$ cat src/rtl/core/seeded_shuffle_permutation_assert.svh
// ---------------------------------------------------------------------------
// Assertion macros for the seeded shuffle permutation block.
// Each macro expands to one labelled concurrent assertion on clk, disabled
// while the asynchronous reset is asserted.
// ---------------------------------------------------------------------------
`ifndef SEEDED_SHUFFLE_PERMUTATION_ASSERT_SVH
`define SEEDED_SHUFFLE_PERMUTATION_ASSERT_SVH

// Same-cycle implication.
`define SSP_ASSERT_IMP(name, clk_s, rst_s, ante, cons, msg) \
	name: assert property (@(posedge clk_s) disable iff (!(rst_s)) (ante) |-> (cons)) \
		else $error(msg);

// Next-cycle implication.
`define SSP_ASSERT_NEXT(name, clk_s, rst_s, ante, cons, msg) \
	name: assert property (@(posedge clk_s) disable iff (!(rst_s)) (ante) |=> (cons)) \
		else $error(msg);

`endif

$ cat src/rtl/core/ssp_pkg.sv
// ---------------------------------------------------------------------------
// ssp_pkg
// Shared constants, codes and types of the seeded shuffle permutation block.
// ---------------------------------------------------------------------------
package ssp_pkg;

	// Grid and table sizing.
	localparam int MAX_GRID    = 64;
	localparam int TABLE_DEPTH = MAX_GRID * MAX_GRID;
	localparam int IDX_W       = $clog2(TABLE_DEPTH);
	localparam int CNT_W       = $clog2(TABLE_DEPTH + 1);
	localparam int GRID_W      = 7;
	localparam int SEED_W      = 32;
	localparam int PROD_W      = 2 * SEED_W;

	// Generator constants.
	localparam logic [SEED_W-1:0] GOLDEN_STEP = 32'h6d2b_79f5;
	localparam logic [SEED_W-1:0] MIX_OR_A    = 32'd1;
	localparam logic [SEED_W-1:0] MIX_OR_B    = 32'd61;

	// Operation codes.
	localparam logic OP_BUILD = 1'b0;
	localparam logic OP_READ  = 1'b1;

	// Configuration register indexes.
	localparam logic CFG_SEED = 1'b0;
	localparam logic CFG_GRID = 1'b1;

	// Result status codes.
	typedef enum logic [1:0] {
		STATUS_OK        = 2'd0,
		STATUS_GRID_ZERO = 2'd1,
		STATUS_RANGE     = 2'd2,
		STATUS_NOT_BUILT = 2'd3
	} status_t;

	// Request from the sequencer to the draw unit.
	typedef struct packed {
		logic              load;
		logic [SEED_W-1:0] seed;
		logic              start;
		logic [CNT_W-1:0]  bound;
	} draw_req_t;

	// Response from the draw unit.
	typedef struct packed {
		logic             done;
		logic [IDX_W-1:0] j;
	} draw_rsp_t;

endpackage

$ cat src/rtl/core/ssp_draw.sv
// ---------------------------------------------------------------------------
// ssp_draw
// Mulberry32 generator with scaling to a swap index, built around one
// shared registered 32x32 multiplier stepped by a small sequencer.
// ---------------------------------------------------------------------------
module ssp_draw (
	input  logic              clk,
	input  logic              arst_n,
	input  ssp_pkg::draw_req_t req,
	output ssp_pkg::draw_rsp_t rsp
);

	typedef enum logic [2:0] {
		D_IDLE,
		D_ADV,
		D_M1,
		D_M2,
		D_MIX,
		D_M3,
		D_OUT
	} dstate_t;

	dstate_t                          state_q;
	logic [ssp_pkg::SEED_W-1:0]       ctr_q;
	logic [ssp_pkg::SEED_W-1:0]       a_q;
	logic [ssp_pkg::SEED_W-1:0]       r_q;
	logic [ssp_pkg::CNT_W-1:0]        bound_q;
	logic [ssp_pkg::PROD_W-1:0]       prod_q;

	logic [ssp_pkg::SEED_W-1:0]       mul_a;
	logic [ssp_pkg::SEED_W-1:0]       mul_b;
	logic [ssp_pkg::SEED_W-1:0]       lo;
	logic [ssp_pkg::SEED_W-1:0]       t2;
	logic [ssp_pkg::SEED_W-1:0]       r_next;

	// Operand selection for the shared multiplier.
	always_comb begin
		lo     = prod_q[ssp_pkg::SEED_W-1:0];
		t2     = a_q ^ (a_q + lo);
		r_next = t2 ^ (t2 >> 14);
		mul_a  = '0;
		mul_b  = '0;
		case (state_q)
			D_M1: begin
				mul_a = ctr_q ^ (ctr_q >> 15);
				mul_b = ctr_q | ssp_pkg::MIX_OR_A;
			end
			D_M2: begin
				mul_a = lo ^ (lo >> 7);
				mul_b = lo | ssp_pkg::MIX_OR_B;
			end
			D_M3: begin
				mul_a = r_q;
				mul_b = {{(ssp_pkg::SEED_W - ssp_pkg::CNT_W){1'b0}}, bound_q};
			end
			default: begin
				mul_a = '0;
				mul_b = '0;
			end
		endcase
	end

	// Sequencer and datapath registers.
	always_ff @(posedge clk or negedge arst_n) begin
		if (!arst_n) begin
			state_q <= D_IDLE;
			ctr_q   <= '0;
			a_q     <= '0;
			r_q     <= '0;
			bound_q <= '0;
			prod_q  <= '0;
		end else begin
			if (req.load) begin
				ctr_q <= req.seed;
			end
			case (state_q)
				D_IDLE: begin
					if (req.start) begin
						bound_q <= req.bound;
						state_q <= D_ADV;
					end
				end
				D_ADV: begin
					ctr_q   <= ctr_q + ssp_pkg::GOLDEN_STEP;
					state_q <= D_M1;
				end
				D_M1: begin
					prod_q  <= mul_a * mul_b;
					state_q <= D_M2;
				end
				D_M2: begin
					a_q     <= lo;
					prod_q  <= mul_a * mul_b;
					state_q <= D_MIX;
				end
				D_MIX: begin
					r_q     <= r_next;
					state_q <= D_M3;
				end
				D_M3: begin
					prod_q  <= mul_a * mul_b;
					state_q <= D_OUT;
				end
				D_OUT: begin
					state_q <= D_IDLE;
				end
				default: begin
					state_q <= D_IDLE;
				end
			endcase
		end
	end

	// The high word of draw times bound never exceeds bound minus one.
	assign rsp.done = (state_q == D_OUT);
	assign rsp.j    = prod_q[ssp_pkg::SEED_W +: ssp_pkg::IDX_W];

endmodule

$ cat config.mk
export PLATFORM = sky130hd
export DESIGN_NAME = ssp_draw
export DESIGN_NICKNAME = d
export VERILOG_FILES = /design/src/rtl/core/seeded_shuffle_permutation_assert.svh /design/src/rtl/core/ssp_pkg.sv /design/src/rtl/core/ssp_draw.sv
export SDC_FILE = /design/constraint.sdc
export NUM_CORES = 2
export LEC_CHECK = 0
export ABC_AREA = 1
export BUFFER_PORTS_ARGS = -buffer_cell sky130_fd_sc_hd__buf_2
export CORE_MARGIN = 2
export CORE_UTILIZATION = 45
export CTS_CLUSTER_DIAMETER = 30
export DETAILED_ROUTE_END_ITERATION = 8
export PLACE_DENSITY_LB_ADDON = 0.3
export SLEW_MARGIN = 20
export SYNTH_ARGS = -nofsm -noshare
export SYNTH_HDL_FRONTEND = slang
export SYNTH_SLANG_ARGS = --single-unit
$ cat constraint.sdc
create_clock -name clk -period 7.4 [get_ports clk]
set_input_delay 1.11 -clock clk [delete_from_list [all_inputs] [get_ports clk]]
set_output_delay 1.11 -clock clk [all_outputs]
set_load 0.03 [all_outputs]
Word-level counts from Yosys, hierarchy flattened --
Cells that the tools add are included. W data, S select, Z words.
Word-level totals: register bits 156, input bits 49, output and inout bits 13, logic and storage cells 30
Cells by class: $add $sub $neg 2, $mul 1, eq/ne operators 7, multiplexer cells 6, bitwise gates (word level) 4, reduce and logical (&&, ||, !) cells 4
Operator list (count):
- $pmux W32 S3 | 2
- $mux W32 | 2
- $mul A32 B32 Y44 | 1
- $add A32 B31 Y32 const B | 1
- $add A32 B32 Y32 | 1
- $xor A32 B17 Y32 | 1
- $xor A32 B18 Y32 | 1
- $xor A32 B25 Y32 | 1
- $xor A32 B32 Y32 | 1
- $pmux W3 S6 | 1
- $eq A3 B3 Y1 const B | 3
- $eq A3 B2 Y1 const B | 2
- $eq A3 B1 Y1 const B | 1
- $logic_not A3 Y1 | 1
- $mux W3 | 1
- $reduce_or A3 Y1 | 1
- $ne A2 B2 Y1 const B | 1
- $reduce_and A2 Y1 | 1
- $reduce_bool A2 Y1 | 1

Depth between registers and ports, before layout --
depth after elaboration 3, depth in mapped cells 40, depth with buffers taken out 38

Worst setup path after synthesis --
Ideal clock, no wire load.
kind flip-flop to flip-flop, start register state_q[1], end register prod_q[37] in the netlist's numbering, setup time 0.118 ns, arrival 7.833 ns, data required time 7.282 ns, path slack -0.551 ns, cell stages (with the launch flop) 38, path buffers 4, period minus slack after synthesis 7.951 ns, cells stage by stage dfrtp_1 buf_4 inv_2 nand2_1 nor2_4 buf_2 buf_1 nand2_1 nand3_1 clkbuf_1 nand2_1 inv_1 fa_1 fa_1 fa_1 inv_1 fa_1 inv_1 [... 2 more ...] fa_1 inv_1 fa_1 fa_1 ha_1 a21o_1 a31oi_1 nor2_1 nor2_1 nand3_1 a21o_1 nand2_1 nand2_1 nand2_1 nand2_1 or2_2 nand3_1 nand2_1
Between the ends: word-level cells in the longest chain between the ends 3, elaborated cells on any way between the ends 7, classes of those cells 1 x mul; 3 x eq/ne; 2 x mux; 1 x reduce/logical
Ends and longest elaborated chain:
- start, declared | line ssp_draw.sv:23 | dstate_t state_q;
- start signal, assigned | line ssp_draw.sv:66 | state_q <= D_IDLE;
- start signal, assigned | line ssp_draw.sv:80 | state_q <= D_ADV;
- start signal, assigned | line ssp_draw.sv:85 | state_q <= D_M1;
- $eq A3 B3 Y1 or $eq A3 B2 Y1 (tied branches) | line ssp_draw.sv:43, ssp_draw.sv:76
- $pmux W32 S3 | line ssp_draw.sv:43 | case (state_q)
- $mul A32 B32 Y44 | line ssp_draw.sv:88, ssp_draw.sv:93, ssp_draw.sv:101
- end signal, assigned | line ssp_draw.sv:88 | prod_q <= mul_a * mul_b;
- end signal, assigned | line ssp_draw.sv:93 | prod_q <= mul_a * mul_b;
- end signal, assigned | line ssp_draw.sv:101 | prod_q <= mul_a * mul_b;
- end, declared | line ssp_draw.sv:28 | logic [ssp_pkg::PROD_W-1:0] prod_q;
Parallel ways exist; a longest one is shown, timed or not. A chain may end at the register's enable or synchronous reset.

Final worst setup path --
start register state_q[1], end register prod_q[39] in the netlist's numbering
Same word-level chain as after synthesis.

==> metrics.md <==
| Metric | Value |
|---|---|
| First-pass GRT wire length | `190 mm` |
| Worst Hold Class | `flop to flop` |
| Global Route Usage Sum | `0.299` |
| Overflow after GRT | `0` |
| Total CTS buffers | `17` |
| Violated checks | `setup timing` |
| Seq. cell area | `3880 um2` |
| Fin. Hold Viols | `0` |
| Top Ports | `62` |
| Post-synthesis sequential area ratio | `0.106` |
| Filler cells | `7,254` |
| Most frequent CP cell | `fa_1` |
| Data arrival, critical path | `8.08 ns` |
| Die Span Y | `289 um` |
| Vias | `32,700` |
| Share of cells above drive strength 1 | `0.208` |
| Antenna-violating nets left | `0` |
| Hold path depth | `2` |
| CTS root buf | `clkbuf_16` |
| Vias in the first global route | `33,869` |
| Relative slew slack | `0.332` |
| H-tree depth | `4` |
| Reg2Reg Depth | `37` |
| Port bufs | `61` |
| Run status | `finished with violations` |
| TritonCTS clock tree | `done` |
| Multi-input logic area | `28,700 um2` |
| Required time worst endpoint | `7.75 ns` |
| Setup slack after layout | `-0.322 ns` |
| Post-synth net total | `5,767` |
| Worst Min Path Start | `r_q[3]` |
| Max Clk Rate | `129 MHz` |
| Starting density of the core | `0.454` |
| Mean post-synth cell area | `7.58 um2` |
| Die area | `83,400 um2` |
| Rows | `104` |
| Via/cell ratio | `5.09` |
| Width of the die | `289 um` |
| Pre-antenna DRT Iters | `6` |
| RSZ-0062 raised after global routing | `yes` |
| First DRT Iteration DRCs | `2,356` |
| CP Launch Type | `flop` |
| WL per Instance | `18.8 um` |
| Crit Path Max Fanout | `6` |
| Post-Syn Instances | `4,816` |
| Final setup vio count | `20` |
| Max-cap viol count | `0` |
| Worst-margin pin slew | `1.00 ns` |
| Max stage delay on crit path | `0.58 ns` |
| Slowest-stage cell, CP | `fa_1` |
| Tcrit/Tclk final | `1.04` |
| Placement Setup Slack | `-0.533 ns` |
| Synthesized cell area | `36,500 um2` |
| # DRC | `0` |
| HPWL Detailed | `99.0 mm` |
| Total negative slack | `-4.33 ns` |
| CORE AREA | `80,400 um2` |
| Layout overhead on the synthesized area | `26.5%` |
| Yosys cell types | `45` |
| CTS sink count | `155` |
| Critical setup path kind | `flop to flop` |
| Max-slew violation count | `0` |
| Clk_skew | `0.0143 ns` |
| Final min period | `7.72 ns` |
| Antenna violations before repair | `1` |
| Clock Latency Late Sink | `0.46 ns` |
| Yosys warning count | `0` |
| Worst-path clk slew | `0.08 ns` |
| Worst setup path startpoint | `state_q[1]` |
| Worst Setup End Kind | `flop` |
| RR Startpoint | `state_q[1]` |
| Final RePlAce weighted congestion | `0.991` |
| Yosys reg bits | `155` |
| Largest net degree at the start of global routing | `96` |
| Routed WL | `121 mm` |
| Final #Nets | `6,296` |
| Max clock buf depth | `2` |
## layout make-up
cell class                 instances  share of cell area
multi-input combinational       3159               0.621
timing repair buffer             718               0.147
inverter                        1293               0.106
sequential                       155              0.0840
tap                             1060              0.0287
clock buffer                      17             0.00921
clock inverter                    15             0.00447
timing repair inverter             1            0.000163
antenna                            3            0.000163
## per-layer routing
metal / GRT usage / wire length, um / up-vias
li1: - / - / 14984
met1: 0.406 / 50000 / 16357
met2: 0.496 / 57100 / 1112
met3: 0.0356 / 8130 / 247
met4: 0.103 / 5640 / 0
met5: 0 / 0 / -
## per-stage QoR
stage	cells	cell area (um2)	hold WS [ns]	utilization
4_1_cts	6381	44700	0.485	0.556
5_1_grt	6418	46200	0.518	0.574
2_1_floorplan	4816	36800	0.449	-
3_3_place_gp	6286	42600	0.466	0.529
3_5_place_dp	6286	42600	0.466	0.529
6_report	6421	46200	0.490	0.574
## state kept, by name, summed over array words and instances, names as in the netlist
name     cells
prod_q      44
r_q         32
a_q         31
state_q      3
bound_q     13
ctr_q       32
## Yosys cell counts (all sizes together)
cell	n	area (um2)
a211oi	3	22.5
a21boi	2	15.0
a21o	15	113
a21oi	99	495
a221oi	2	17.5
a311o	1	10.0
a31oi	22	138
and2	1	6.26
and3	1	6.26
buf	41	215
clkbuf	168	631
clkinv	3	11.3
dfrtp	155	3880
fa	710	14200
ha	192	2400
inv	1290	4840
mux2	13	146
nand2	1397	5250
nand2b	1	6.26
nand3	141	726
nand3b	6	45.0
nand4	19	119
nor2	157	607
nor3	16	80.1
nor4	6	37.5
o211ai	18	135
o21a	6	45.0
o21ai	145	729
o21bai	7	52.6
o221ai	16	140
o22ai	6	37.5
o31a	1	8.76
o31ai	4	30.0
or2	14	87.6
xnor2	64	561
xor2	74	648
## critical path, delay by kind of cell (launching register included)
kind / cells / cell delay, ns
and+or+nand+nor: 11 / 1.02
DFF: 1 / 0.39
AOI/OAI and AO/OA: 6 / 0.94
adders and majority gates: 9 / 4.34
buffers and inverters: 11 / 0.91
## logic make-up (layout without fill, tap and decap cells)
| kind of cell | count (synthesis) | in the layout | synth area share |
|---|---|---|---|
| buffers and inverters | 1502 | 2044 | 0.156 |
| other | 0 | 3 | 0 |
| AND/OR/NAND/NOR | 1759 | 1759 | 0.191 |
| flip-flops | 155 | 155 | 0.106 |
| multiplexers | 13 | 13 | 0.00401 |
| XOR/XNOR | 138 | 138 | 0.0331 |
| adder cells (fa/ha/maj) | 902 | 902 | 0.455 |
| AO/OA/AOI/OAI | 347 | 347 | 0.0545 |
## repair_timing
| action | CTS | global route |
|---|---|---|
| setup buffers | 57 | 39 |
| pin swaps | 75 | 171 |
| cloned | 6 | 3 |
| setup endpoints to repair | 27 | 28 |
| hold buffers | 0 | 0 |
| gates resized for setup | 191 | 298 |
## final timing paths
kind | end | slack (ns)
setup / recovery | prod_q[39] | -0.32
hold / removal | r_q[3] | 0.49
setup reg to reg | prod_q[39] | -0.32
hold reg to reg | r_q[3] | 0.49
max in group asynchronous | state_q[0] | 5.14
min in group asynchronous | ctr_q[1] | 0.76
## layout by cell type, fill, tap and decap left out, types with 51 or more instances in the layout
| master | count |
|---|---|
| nor2_1 | 127 |
| inv_1 | 1233 |
| xor2_1 | 70 |
| xnor2_1 | 58 |
| dfrtp_1 | 154 |
| buf_12 | 87 |
| inv_2 | 51 |
| buf_2 | 61 |
| ha_1 | 159 |
| nand3_1 | 114 |
| buf_4 | 499 |
| a21oi_1 | 69 |
| fa_1 | 678 |
| o21ai_0 | 118 |
| nand2_1 | 1329 |
Power is not shown: default switching activity piles up to over one toggle a cycle in this logic, so the estimate is an artifact.
